[src/hw/rtl/cplt_pkg.sv]
// ----------------------------------------------------------------------------
// cplt_pkg
// Shared types, sizes and codes for the convex polygon lattice test block.
// ----------------------------------------------------------------------------
package cplt_pkg;

	// Vertex store depth.
	localparam int MAX_VERTICES = 16;

	// Vertex store address width.
	localparam int VIDX_W = $clog2(MAX_VERTICES);
	// Width of the vertex count in use (3..MAX_VERTICES).
	localparam int N_W    = $clog2(MAX_VERTICES + 1);
	// Width of the scan counter (0..MAX_VERTICES+1).
	localparam int CNT_W  = $clog2(MAX_VERTICES + 2);
	// Width of the configuration register.
	localparam int CFG_W  = 5;
	// Reset value of the configuration register.
	localparam logic [CFG_W-1:0] VCOUNT_RESET = CFG_W'(4);
	// Smallest vertex count in use.
	localparam int MIN_VERTICES = 3;

	// Operation codes.
	localparam logic OP_LOAD = 1'b0;
	localparam logic OP_TEST = 1'b1;

	typedef struct packed {
		logic               operation;
		logic [3:0]         vertex_index;
		logic signed [15:0] vertex_x;
		logic signed [15:0] vertex_y;
		logic signed [11:0] point_x;
		logic signed [11:0] point_y;
	} item_t;

	typedef struct packed {
		logic               inside_res;
		logic signed [11:0] box_min_x;
		logic signed [11:0] box_max_x;
		logic signed [11:0] box_min_y;
		logic signed [11:0] box_max_y;
	} result_t;

	// Commands from the controller to the datapath.
	typedef struct packed {
		logic capture;  // latch the accepted item, clear the edge verdict
		logic issue;    // a vertex read was issued this cycle
		logic first;    // the read is vertex 0 (start of box)
		logic in_box;   // the read belongs to the box sweep
		logic edge_chk; // the read completes an edge window
		logic publish;  // load the result register
	} dp_cmd_t;

	// Status from the datapath to the controller.
	typedef struct packed {
		logic drained;  // no read or edge still in flight
	} dp_status_t;

	// Controller states.
	typedef enum logic [3:0] {
		S_IDLE  = 4'b0001,
		S_SCAN  = 4'b0010,
		S_DRAIN = 4'b0100,
		S_DONE  = 4'b1000
	} ctrl_state_t;

endpackage

[src/hw/rtl/cplt_ram.sv]
// ----------------------------------------------------------------------------
// cplt_ram
// Generic single write port, single read port RAM with registered read.
// ----------------------------------------------------------------------------
module cplt_ram #(
	parameter int WIDTH = 32,
	parameter int DEPTH = 16
) (
	input  logic                     clk,
	input  logic                     we,
	input  logic [$clog2(DEPTH)-1:0] waddr,
	input  logic [WIDTH-1:0]         wdata,
	input  logic                     re,
	input  logic [$clog2(DEPTH)-1:0] raddr,
	output logic [WIDTH-1:0]         rdata
);

	logic [WIDTH-1:0] mem_q [DEPTH];

	always_ff @(posedge clk) begin
		if (we) begin
			mem_q[waddr] <= wdata;
		end
		if (re) begin
			rdata <= mem_q[raddr];
		end
	end

endmodule

[src/hw/rtl/cplt_ctrl.sv]
// ----------------------------------------------------------------------------
// cplt_ctrl
// Sequencer: accepts an item, sweeps the vertex store, waits for the datapath
// to drain and hands the result to the output register.
// ----------------------------------------------------------------------------
module cplt_ctrl
	import cplt_pkg::*;
(
	input  logic              clk,
	input  logic              arst_n,
	input  logic              item_valid,
	output logic              item_stall,
	input  logic              operation,
	input  logic [3:0]        vertex_index,
	input  logic [N_W-1:0]    n_use,
	output logic              ram_we,
	output logic              ram_re,
	output logic [VIDX_W-1:0] ram_raddr,
	output dp_cmd_t           cmd,
	input  dp_status_t        status,
	output logic              result_valid,
	input  logic              result_stall
);

	ctrl_state_t      state_q;
	logic [CNT_W-1:0] cnt_q;
	logic             result_valid_q;
	logic             accept;
	logic             publish;
	logic [CNT_W-1:0] last_cnt;
	logic [CNT_W-1:0] n_ext;

	assign n_ext    = CNT_W'(n_use);
	assign last_cnt = n_ext + CNT_W'(1);
	assign accept   = (state_q == S_IDLE) && item_valid;
	assign publish  = (state_q == S_DONE) && (!result_valid_q || !result_stall);

	assign item_stall   = (state_q != S_IDLE);
	assign result_valid = result_valid_q;

	// Write a vertex on an accepted load; drop indexes beyond the store.
	assign ram_we = accept && (operation == OP_LOAD) && (int'(vertex_index) < MAX_VERTICES);

	// Read vertices 0..n-1, then 0 and 1 again to close the edges from vertex n-2 and from vertex n-1.
	assign ram_re    = (state_q == S_SCAN);
	assign ram_raddr = (cnt_q < n_ext) ? VIDX_W'(cnt_q) : VIDX_W'(cnt_q - n_ext);

	always_comb begin
		cmd          = '0;
		cmd.capture  = accept;
		cmd.issue    = ram_re;
		cmd.first    = ram_re && (cnt_q == '0);
		cmd.in_box   = ram_re && (cnt_q < n_ext);
		cmd.edge_chk = ram_re && (cnt_q >= CNT_W'(2));
		cmd.publish  = publish;
	end

	always_ff @(posedge clk or negedge arst_n) begin
		if (!arst_n) begin
			state_q        <= S_IDLE;
			cnt_q          <= '0;
			result_valid_q <= 1'b0;
		end else begin
			unique case (state_q)
				S_IDLE: begin
					if (accept) begin
						cnt_q   <= '0;
						state_q <= S_SCAN;
					end
				end
				S_SCAN: begin
					if (cnt_q == last_cnt) begin
						state_q <= S_DRAIN;
					end else begin
						cnt_q <= cnt_q + CNT_W'(1);
					end
				end
				S_DRAIN: begin
					if (status.drained) begin
						state_q <= S_DONE;
					end
				end
				S_DONE: begin
					if (publish) begin
						state_q <= S_IDLE;
					end
				end
				default: begin
					state_q <= S_IDLE;
				end
			endcase

			if (publish) begin
				result_valid_q <= 1'b1;
			end else if (!result_stall) begin
				result_valid_q <= 1'b0;
			end
		end
	end

endmodule

[src/hw/rtl/cplt_dp.sv]
// ----------------------------------------------------------------------------
// cplt_dp
// Datapath: three-vertex window, cross-product sign test per edge, running
// bounding box and result register.
// ----------------------------------------------------------------------------
module cplt_dp
	import cplt_pkg::*;
(
	input  logic        clk,
	input  logic        arst_n,
	input  dp_cmd_t     cmd,
	input  item_t       item,
	input  logic [31:0] rdata,
	output dp_status_t  status,
	output result_t     result
);

	// Captured item
	logic               op_q;
	logic signed [15:0] px_q;
	logic signed [15:0] py_q;

	// Tag pipeline
	logic v_s1, first_s1, box_s1, edge_s1;
	logic edge_s2;
	logic edge_s3;

	// Vertex window: w0 = vertex k, w1 = k+1, w2 = k+2
	logic signed [15:0] w0x_q, w0y_q, w1x_q, w1y_q, w2x_q, w2y_q;
	logic signed [15:0] rx, ry;

	// Box
	logic signed [15:0] lox_q, hix_q, loy_q, hiy_q;

	// Edge arithmetic
	logic signed [16:0] ex, ey, dxr, dyr, dxp, dyp;
	logic signed [33:0] mul_a, mul_b, mul_c, mul_d;
	logic signed [33:0] pa_s3, pb_s3, pc_s3, pd_s3;
	logic signed [34:0] cref, cpt;
	logic               fail_q;
	logic               edge_fail;

	// Floor of Q11.4, minus one, clamped at the grid edge.
	function automatic logic [11:0] box_lo(input logic [15:0] v);
		logic [12:0] d;
		d = {v[15], v[15:4]} - 13'd1;
		return (d[12] != d[11]) ? 12'h800 : d[11:0];
	endfunction

	// Floor of Q11.4, plus one, clamped at the grid edge.
	function automatic logic [11:0] box_hi(input logic [15:0] v);
		logic [12:0] d;
		d = {v[15], v[15:4]} + 13'd1;
		return (d[12] != d[11]) ? 12'h7FF : d[11:0];
	endfunction

	assign rx = rdata[31:16];
	assign ry = rdata[15:0];

	assign ex  = {w1x_q[15], w1x_q} - {w0x_q[15], w0x_q};
	assign ey  = {w1y_q[15], w1y_q} - {w0y_q[15], w0y_q};
	assign dxr = {w2x_q[15], w2x_q} - {w0x_q[15], w0x_q};
	assign dyr = {w2y_q[15], w2y_q} - {w0y_q[15], w0y_q};
	assign dxp = {px_q[15], px_q} - {w0x_q[15], w0x_q};
	assign dyp = {py_q[15], py_q} - {w0y_q[15], w0y_q};

	assign mul_a = ex * dyr;
	assign mul_b = ey * dxr;
	assign mul_c = ex * dyp;
	assign mul_d = ey * dxp;

	assign cref = {pa_s3[33], pa_s3} - {pb_s3[33], pb_s3};
	assign cpt  = {pc_s3[33], pc_s3} - {pd_s3[33], pd_s3};

	// Reject when both sides are nonzero and of opposite sign.
	assign edge_fail = (cref != '0) && (cpt != '0) && (cref[34] != cpt[34]);

	assign status.drained = !(v_s1 || edge_s2 || edge_s3);

	// Control tags
	always_ff @(posedge clk or negedge arst_n) begin
		if (!arst_n) begin
			v_s1     <= 1'b0;
			first_s1 <= 1'b0;
			box_s1   <= 1'b0;
			edge_s1  <= 1'b0;
			edge_s2  <= 1'b0;
			edge_s3  <= 1'b0;
			fail_q   <= 1'b0;
		end else begin
			v_s1     <= cmd.issue;
			first_s1 <= cmd.first;
			box_s1   <= cmd.in_box;
			edge_s1  <= cmd.edge_chk;
			edge_s2  <= v_s1 && edge_s1;
			edge_s3  <= edge_s2;
			if (cmd.capture) begin
				fail_q <= 1'b0;
			end else if (edge_s3 && edge_fail) begin
				fail_q <= 1'b1;
			end
		end
	end

	// Payload registers
	always_ff @(posedge clk) begin
		if (cmd.capture) begin
			op_q <= item.operation;
			px_q <= {item.point_x, 4'b0000};
			py_q <= {item.point_y, 4'b0000};
		end

		if (v_s1) begin
			w0x_q <= w1x_q;
			w0y_q <= w1y_q;
			w1x_q <= w2x_q;
			w1y_q <= w2y_q;
			w2x_q <= rx;
			w2y_q <= ry;
		end

		if (v_s1 && box_s1) begin
			if (first_s1) begin
				lox_q <= rx;
				hix_q <= rx;
				loy_q <= ry;
				hiy_q <= ry;
			end else begin
				if (rx < lox_q) lox_q <= rx;
				if (rx > hix_q) hix_q <= rx;
				if (ry < loy_q) loy_q <= ry;
				if (ry > hiy_q) hiy_q <= ry;
			end
		end

		if (edge_s2) begin
			pa_s3 <= mul_a;
			pb_s3 <= mul_b;
			pc_s3 <= mul_c;
			pd_s3 <= mul_d;
		end

		if (cmd.publish) begin
			result.inside_res <= (op_q == OP_TEST) && !fail_q;
			result.box_min_x  <= box_lo(lox_q);
			result.box_max_x  <= box_hi(hix_q);
			result.box_min_y  <= box_lo(loy_q);
			result.box_max_y  <= box_hi(hiy_q);
		end
	end

endmodule

[src/hw/rtl/convex_polygon_lattice_test_top.sv]
// ----------------------------------------------------------------------------
// convex_polygon_lattice_test_top
// Point in convex polygon test on an integer grid, with a bounding box.
// ----------------------------------------------------------------------------
//
// Channel   Dir  Handshake            Beat
// item      in   item_valid/stall     item_t: load vertex or test point
// result    out  result_valid/stall   result_t: inside flag and box
// cfg       in   cfg_valid/ready      vertex count in use (5 bits)
//
// Every item is accepted, then n + 2 reads of the vertex store are made, n
// being the vertex count in use (3..16), the read and edge pipeline drains
// and the result is published. The vertex store has a single read port,
// one vertex per cycle; the next item is accepted only after the publish.
// Reset clears the controller, the count register (to 4) and the result
// valid flag; the vertex store holds garbage until loaded.
// A stalled result holds in the output register while the next item is
// accepted and swept; only its publish waits on the stall.
//
module convex_polygon_lattice_test_top
	import cplt_pkg::*;
(
	input  logic             clk,
	input  logic             arst_n,
	input  logic             item_valid,
	output logic             item_stall,
	input  item_t            item,
	output logic             result_valid,
	input  logic             result_stall,
	output result_t          result,
	input  logic             cfg_valid,
	output logic             cfg_ready,
	input  logic [CFG_W-1:0] cfg_data
);

	logic [CFG_W-1:0]  vcount_q;
	logic [N_W-1:0]    n_use;
	logic              ram_we;
	logic              ram_re;
	logic [VIDX_W-1:0] ram_raddr;
	logic [31:0]       ram_rdata;
	dp_cmd_t           cmd;
	dp_status_t        status;

	// Always take configuration; the user must write it only while the block is idle, the block does not enforce this.
	assign cfg_ready = 1'b1;

	always_ff @(posedge clk or negedge arst_n) begin
		if (!arst_n) begin
			vcount_q <= VCOUNT_RESET;
		end else if (cfg_valid && cfg_ready) begin
			vcount_q <= cfg_data;
		end
	end

	// Saturate the count in use to 3..MAX_VERTICES.
	always_comb begin
		priority if (int'(vcount_q) < MIN_VERTICES) begin
			n_use = N_W'(MIN_VERTICES);
		end else if (int'(vcount_q) > MAX_VERTICES) begin
			n_use = N_W'(MAX_VERTICES);
		end else begin
			n_use = N_W'(vcount_q);
		end
	end

	// Vertex store: x in the upper half, y in the lower half.
	cplt_ram #(
		.WIDTH(32),
		.DEPTH(MAX_VERTICES)
	) u_vstore (
		.clk  (clk),
		.we   (ram_we),
		.waddr(VIDX_W'(item.vertex_index)),
		.wdata({item.vertex_x, item.vertex_y}),
		.re   (ram_re),
		.raddr(ram_raddr),
		.rdata(ram_rdata)
	);

	cplt_ctrl u_ctrl (
		.clk         (clk),
		.arst_n      (arst_n),
		.item_valid  (item_valid),
		.item_stall  (item_stall),
		.operation   (item.operation),
		.vertex_index(item.vertex_index),
		.n_use       (n_use),
		.ram_we      (ram_we),
		.ram_re      (ram_re),
		.ram_raddr   (ram_raddr),
		.cmd         (cmd),
		.status      (status),
		.result_valid(result_valid),
		.result_stall(result_stall)
	);

	cplt_dp u_dp (
		.clk   (clk),
		.arst_n(arst_n),
		.cmd   (cmd),
		.item  (item),
		.rdata (ram_rdata),
		.status(status),
		.result(result)
	);

	// Reads stay inside the vertices in use.
	a_raddr_in_range: assert property (@(posedge clk) disable iff (!arst_n)
		ram_re |-> (N_W'(ram_raddr) < n_use))
		else $error("vertex read beyond count in use");

	// The store is written only in the accept cycle, never during a sweep.
	a_write_on_accept: assert property (@(posedge clk) disable iff (!arst_n)
		ram_we |-> (item_valid && !item_stall && !ram_re))
		else $error("vertex write outside accept");

	// An accepted item closes the input and starts the sweep; the input stays closed until its result is published.
	a_busy_after_accept: assert property (@(posedge clk) disable iff (!arst_n)
		(item_valid && !item_stall) |=> (item_stall && ram_re))
		else $error("input not held off after accept");

	// A result is published only when the datapath pipeline is empty.
	a_publish_drained: assert property (@(posedge clk) disable iff (!arst_n)
		cmd.publish |-> status.drained)
		else $error("publish with edges in flight");

endmodule
[config.mk]
export PLATFORM = sky130hd
export DESIGN_NAME = convex_polygon_lattice_test_top
export DESIGN_NICKNAME = d
export VERILOG_FILES = /design/src/hw/rtl/cplt_pkg.sv /design/src/hw/rtl/cplt_ram.sv /design/src/hw/rtl/cplt_ctrl.sv /design/src/hw/rtl/cplt_dp.sv /design/src/hw/rtl/convex_polygon_lattice_test_top.sv
export SDC_FILE = /design/constraint.sdc
export NUM_CORES = 2
export LEC_CHECK = 0
export ABC_AREA = 1
export BUFFER_PORTS_ARGS = -buffer_cell sky130_fd_sc_hd__buf_2
export CAP_MARGIN = 20
export CORE_ASPECT_RATIO = 1.25
export CORE_MARGIN = 3
export CORE_UTILIZATION = 70
export CTS_CLUSTER_DIAMETER = 80
export DETAILED_ROUTE_END_ITERATION = 8
export GPL_ROUTABILITY_DRIVEN = 0
export HOLD_SLACK_MARGIN = 0.12
export PLACE_DENSITY_LB_ADDON = 0.2
export REMOVE_ABC_BUFFERS = 1
export SYNTH_ARGS = -nofsm -noshare
export SYNTH_HDL_FRONTEND = slang
export SYNTH_HIERARCHICAL = 1
export SYNTH_SLANG_ARGS = --single-unit
export TNS_END_PERCENT = 5
[constraint.sdc]
create_clock -name clk -period 21.1 [get_ports clk]
set_input_delay 3.165 -clock clk [delete_from_list [all_inputs] [get_ports clk]]
set_output_delay 3.165 -clock clk [all_outputs]
set_load 0.005 [all_outputs]
# Yosys cells after proc, flatten, opt, wreduce, memory -nomap -nowiden
# Memories as Yosys holds them, arrays and structs flattened. A register that Yosys moved wholly into a read port is not among the register bits.
# Cells that the tools add are included.
# word_totals
in_bits	71
mem_count	1
output_inout_bits	52
register_bits	392
mem_bits_rw	512
# op_classes
add_sub_neg	15
eq_ne	17
mul	4
n_lt_le_gt_ge	8
reduce_logical	33
bitwise	1
n_mux	25
# mem_list
name	words	word_bits	rd	rd_ports_with_merged_regs	wr	line	source
u_vstore.mem_q	16	32	1	1	1	cplt_ram.sv:18	logic [WIDTH-1:0] mem_q [DEPTH];
# ops
op	count
multiplier 17 x 17 -> 34 bit	4
two-way mux 16 bit	8
subtractor 16 x 16 -> 17 bit	6
nonzero test 35 bit	2
subtractor 34 x 34 -> 35 bit	2
greater-than comparator 16 bit	2
less-than comparator 16 bit	2
adder 12 x 2 -> 13 bit, second input constant	2
subtractor 12 x 2 -> 13 bit, second input constant	2
two-way mux 4 bit	5
two-way mux 5 bit	4
case mux 4 bit (4 select lines)	1
logical AND 1 bit	12
nonzero test 2 bit	6
adder 5 x 1 -> 5 bit, second input constant	2
case mux 5 bit (2 select lines)	1
AND reduction 2 bit	4
two-way mux 1 bit	6
inequality test 2 x 1 -> 1 bit, second input constant	3
inequality test 2 bit, second input constant	3
equality test 5 bit	1
>= comparator 5 x 2 -> 1 bit, second input constant	1
greater-than comparator 5 bit, second input constant	1
zero test 5 bit	1
14 further kinds	22

# Logic depth before layout (Yosys ltp)
# depth
ltp_word	7
depth_mapped	41
depth_no_buf	40

# Cells and area by module
# The synthesis kept the hierarchy.
# modules_own_cells
mod	cells_each	instances	seq_area_each_um2	area_per_inst_um2
cplt_dp	7636	1	11285.8	66030.8
cplt_ram	2120	1	16335.7	23050.9
cplt_ctrl	138	1	251.5	949.7
convex_polygon_lattice_test_top	31	1	126.4	247.7

# Least setup slack after synthesis
# Ideal clock, no wire load.
# synth_path
path_kind	register -> register
from	register u_dp.w0x_q[0]
to	register u_dp.pa_s3[25], data pin
path_stages_with_launch	37
slack_ps	13681
setup_ps	259
arrival_ps	7160
required_ps	20841
cell_sequence	edfxtp_1 ha_1 fa_1 nand3b_1 nand2_1 inv_1 o221ai_1 inv_1 nor2_1 nor2_1 o21ai_1 or2_2 nand2_4 inv_2 buf_4 nand2_1 fa_1 inv_1 fa_1 inv_1 fa_1 inv_1 fa_1 inv_1 fa_1 inv_1 fa_1 ha_1 a21oi_1 o21ai_0 a21oi_1 o21ai_2 a21oi_1 o21ai_0 nand2_1 nand2_1 xor2_1
# synth_between
elab_chain_len	2
# synth_lines
item	line	source
start: declaration	cplt_dp.sv:29	logic signed [15:0] w0x_q, w0y_q, w1x_q, w1y_q, w2x_q, w2y_q;
start signal: assignment	cplt_dp.sv:114	w0x_q <= w1x_q;
subtractor 16 x 16 -> 17 bit	cplt_dp.sv:60	assign ex = {w1x_q[15], w1x_q} - {w0x_q[15], w0x_q};
multiplier 17 x 17 -> 34 bit	cplt_dp.sv:67	assign mul_a = ex * dyr;
via u_dp.mul_a[25]	cplt_dp.sv:37	logic signed [33:0] mul_a, mul_b, mul_c, mul_d;
end signal: assignment	cplt_dp.sv:137	pa_s3 <= mul_a;
end: declaration	cplt_dp.sv:38	logic signed [33:0] pa_s3, pb_s3, pc_s3, pd_s3;
# The timed path passes the listed nets, and every way through them passes these cells.
# A chain may end at the register's enable or synchronous reset.

# Worst setup path in the final report
# layout_path
from	register u_dp.w0x_q[0]
to	register u_dp.pa_s3[33], data pin
# The elaborated chain is that of the path after synthesis.

==> results.toml <==
[logic_synthesis]
async_flop_share = 0.0235
synthTopCellsByArea = "edfxtp_1 30%, fa_1 26%, inv_1 9.4%, nand2_1 9.1%, ha_1 7.9%"
synth_top_family_by_area = "adder cells"
synth_edf_count = 914
yosysWarnings = 6
ys_seq_elements = 936
seq_area_frac_synth = 0.310
yosysTopAreaCell = "edfxtp_1"
ys_types = 71
syn_avg_cell_area_um2 = 9.10
synth-compound-area-share = 0.0409
synthFlopType = "edfxtp_1"
synthCells = 9925
synth-simple-area-share = 0.171
synth.area.mux_share = 0
synthXorXnorAreaFrac = 0.0227
yosys.area.top_type_share = 0.304
synth_fa_ha_area_frac = 0.343
synth_area_um2 = 90300

[global_routing]
antenna_found_initial = 16
grt_util_met2 = 0.622
grt_max_degree = 106
grt_pass1_wl_mm = 392
grt-ovfl-total = 0
grt-busiest-layer = "met2"
groute.layer.met1.usage = 0.436
gr-usage-all-layers = 0.383
use_met3 = 0.0976
grt_pass1_vias = 72700

[critical_path]
slowest_delay_ps = 760
arrival_ps = 9580
critical_path.top_delay_family = "adder cells"
crit_top_cell = "fa_1"
start_kind = "flop"
worstPathRequired_ps = 21540
worst-path-buf-inv = 6
setup.worst_path.class = "reg -> reg"
cp_max_fo = 24
end_kind = "flop"
crit_slowest_cell = "fa_1"

[layout]
nFillCells = 8644
syn_to_final_growth_pct = 6.13
final_nets = 11800
layout-drive-gt1-share = 0.0532

[drt]
avgRoutedWirePerCell_um = 21.3
ant_nets = 0
drt_iter0_markers = 7346
drt_wl_total_mm = 250
drt_first_pass_iters = 9
viasPerCell = 5.88
vias = 69100
drc = 0

[timing]
rsz0062_at_grt = "false"
fin_crit_ps = 9140
timing.slew.headroom = 0.272
timing_worst_slew_pin_value_ps = 1080
hold_violations = 0
worst_clock_skew_ps = 47.8
setup_viol = 0
post-route-period-util = 0.433
fmax_ghz = 0.109
slew_viol_final = 0
setup_ws_ps = 11960

[clock_tree]
cts.repair.resized = 0
cts_buffer_depth = 3
clk-insertion-delay-late_ps = 720
cts_hold_buffers = 0
cts_made_buffers = 92
clockRootBuffer = "clkbuf_16"
post-cts-setup-buffers = 0
path_clk_slew_ps = 60
tritoncts = "yes"
clkSinkCount = 936
ctsHtreeMaxLevel = 3

[floorplanning]
die_y_um = 408
initial_utilization = 0.709
rows = 146
core_um2 = 127000
die-area_um2 = 133000
fp.dieW_um = 327
io_pins = 123

[place]
dp_hpwl_mm = 184
place_ws_ps = 12120
numPortBuffers = 121

[min_path]
hold_class = "reg -> reg"

[flow_run]
max_cap_violations = 0

[outcome]
outcome = "completed"
worst register-to-register path, delay by kind of cell (launching register included):
kind,cells,cell delay [ps]
fa+ha+maj,9,4440
simple gates,9,1430
compound gates,3,1230
buf+inv,6,1190
flops,1,450
xor+xnor,1,170
flip-flops by register name, summed over array words and instances (netlist names), 32 cells and up:
register,flops
u_dp/pd_s3,34
u_dp/pb_s3,34
u_dp/result,49
u_dp/pc_s3,34
u_dp/pa_s3,34
u_vstore/rdata,32
u_vstore/mem_q,512
synth_stat cells, types with 10 or more instances:
cell type and instances:
clkbuf_1 134, a31oi_1 21, nand4_1 45, nor2_2 12, o21bai_1 24, a21oi_1 327, o21ai_2 12, inv_2 30
xnor2_1 83, clkinv_1 11, a21o_1 17, nand3b_1 17, buf_1 16, edfxtp_1 914, nor4_1 16, nor3_1 57
o21ai_0 105, o21ai_1 39, nand3_1 558, ha_1 573, buf_6 34, nand2_1 2197, fa_1 1189, buf_2 61
or2_2 37, xor2_1 140, nor2_1 823, nand2_2 12, buf_4 24, dfrtp_1 20, inv_1 2265, o211ai_1 10
o21a_1 13
layout make-up:
| cell class | count | area (um^2) | area share |
|---|---|---|---|
| Timing Repair Buffer | 223 | 1400 | 0.0146 |
| Inverter | 2308 | 8680 | 0.0906 |
| Sequential cell | 936 | 28000 | 0.292 |
| Clock buffer | 115 | 2490 | 0.0260 |
| Multi-Input combinational cell | 6411 | 52500 | 0.548 |
| Clock inverter | 53 | 639 | 0.00667 |
| Antenna cell | 4 | 10.0 | 0.000104 |
| Tap cell | 1702 | 2130 | 0.0222 |
through the flow:
stage	instances	hold WS, ps	util	TNS, ps	cell area, um^2
after floorplan	9655	413	-	-53860	88800
after global placement	11600	425	0.728	0	92600
after detailed placement	11600	436	0.728	0	92600
after CTS	11700	452	0.752	0	95800
after global routing	11700	458	0.752	0	95800
final	11800	453	0.753	0	95800
metal layers:
metal | part of all wire | wire, um
met1 | 0.33 | 81700
met2 | 0.47 | 117000
met3 | 0.11 | 27800
met4 | 0.094 | 23500
met5 | 0.00031 | 77
logic make-up after synthesis:
group           Yosys count
other cells               1
simple gates           3790
compound gates          630
fa+ha+maj              1762
buf+inv                2578
xor+xnor                228
flops                   936
worst paths after layout:
path                               startpoint        endpoint  slack, ps  cells after the start
worst max-delay path            u_dp/w0x_q[0]  u_dp/pa_s3[33]      11960                     28
worst min register to register  u_dp/w1x_q[2]   u_dp/w0x_q[2]        450                      0
max in group asynchronous              arst_n    u_dp/edge_s2      18280                      1
worst max register to register  u_dp/w0x_q[0]  u_dp/pa_s3[33]      11960                     28
worst min-delay path            u_dp/w1x_q[2]   u_dp/w0x_q[2]        450                      0
min in group asynchronous              arst_n     vcount_q[3]       2420                      1
placed cells by master (no fill, tap or decap), types with 101 or more instances in the layout:
| cell | count |
|---|---|
| xor2_1 | 130 |
| nand2_1 | 2197 |
| edfxtp_1 | 914 |
| buf_2 | 121 |
| nand3_1 | 558 |
| inv_1 | 2263 |
| fa_1 | 1189 |
| ha_1 | 573 |
| o21ai_0 | 101 |
| nor2_1 | 805 |
| a21oi_1 | 327 |
Power is left out: the tool's default activity adds up to more than one toggle a clock period on the data nets, which glitch-free logic cannot reach.
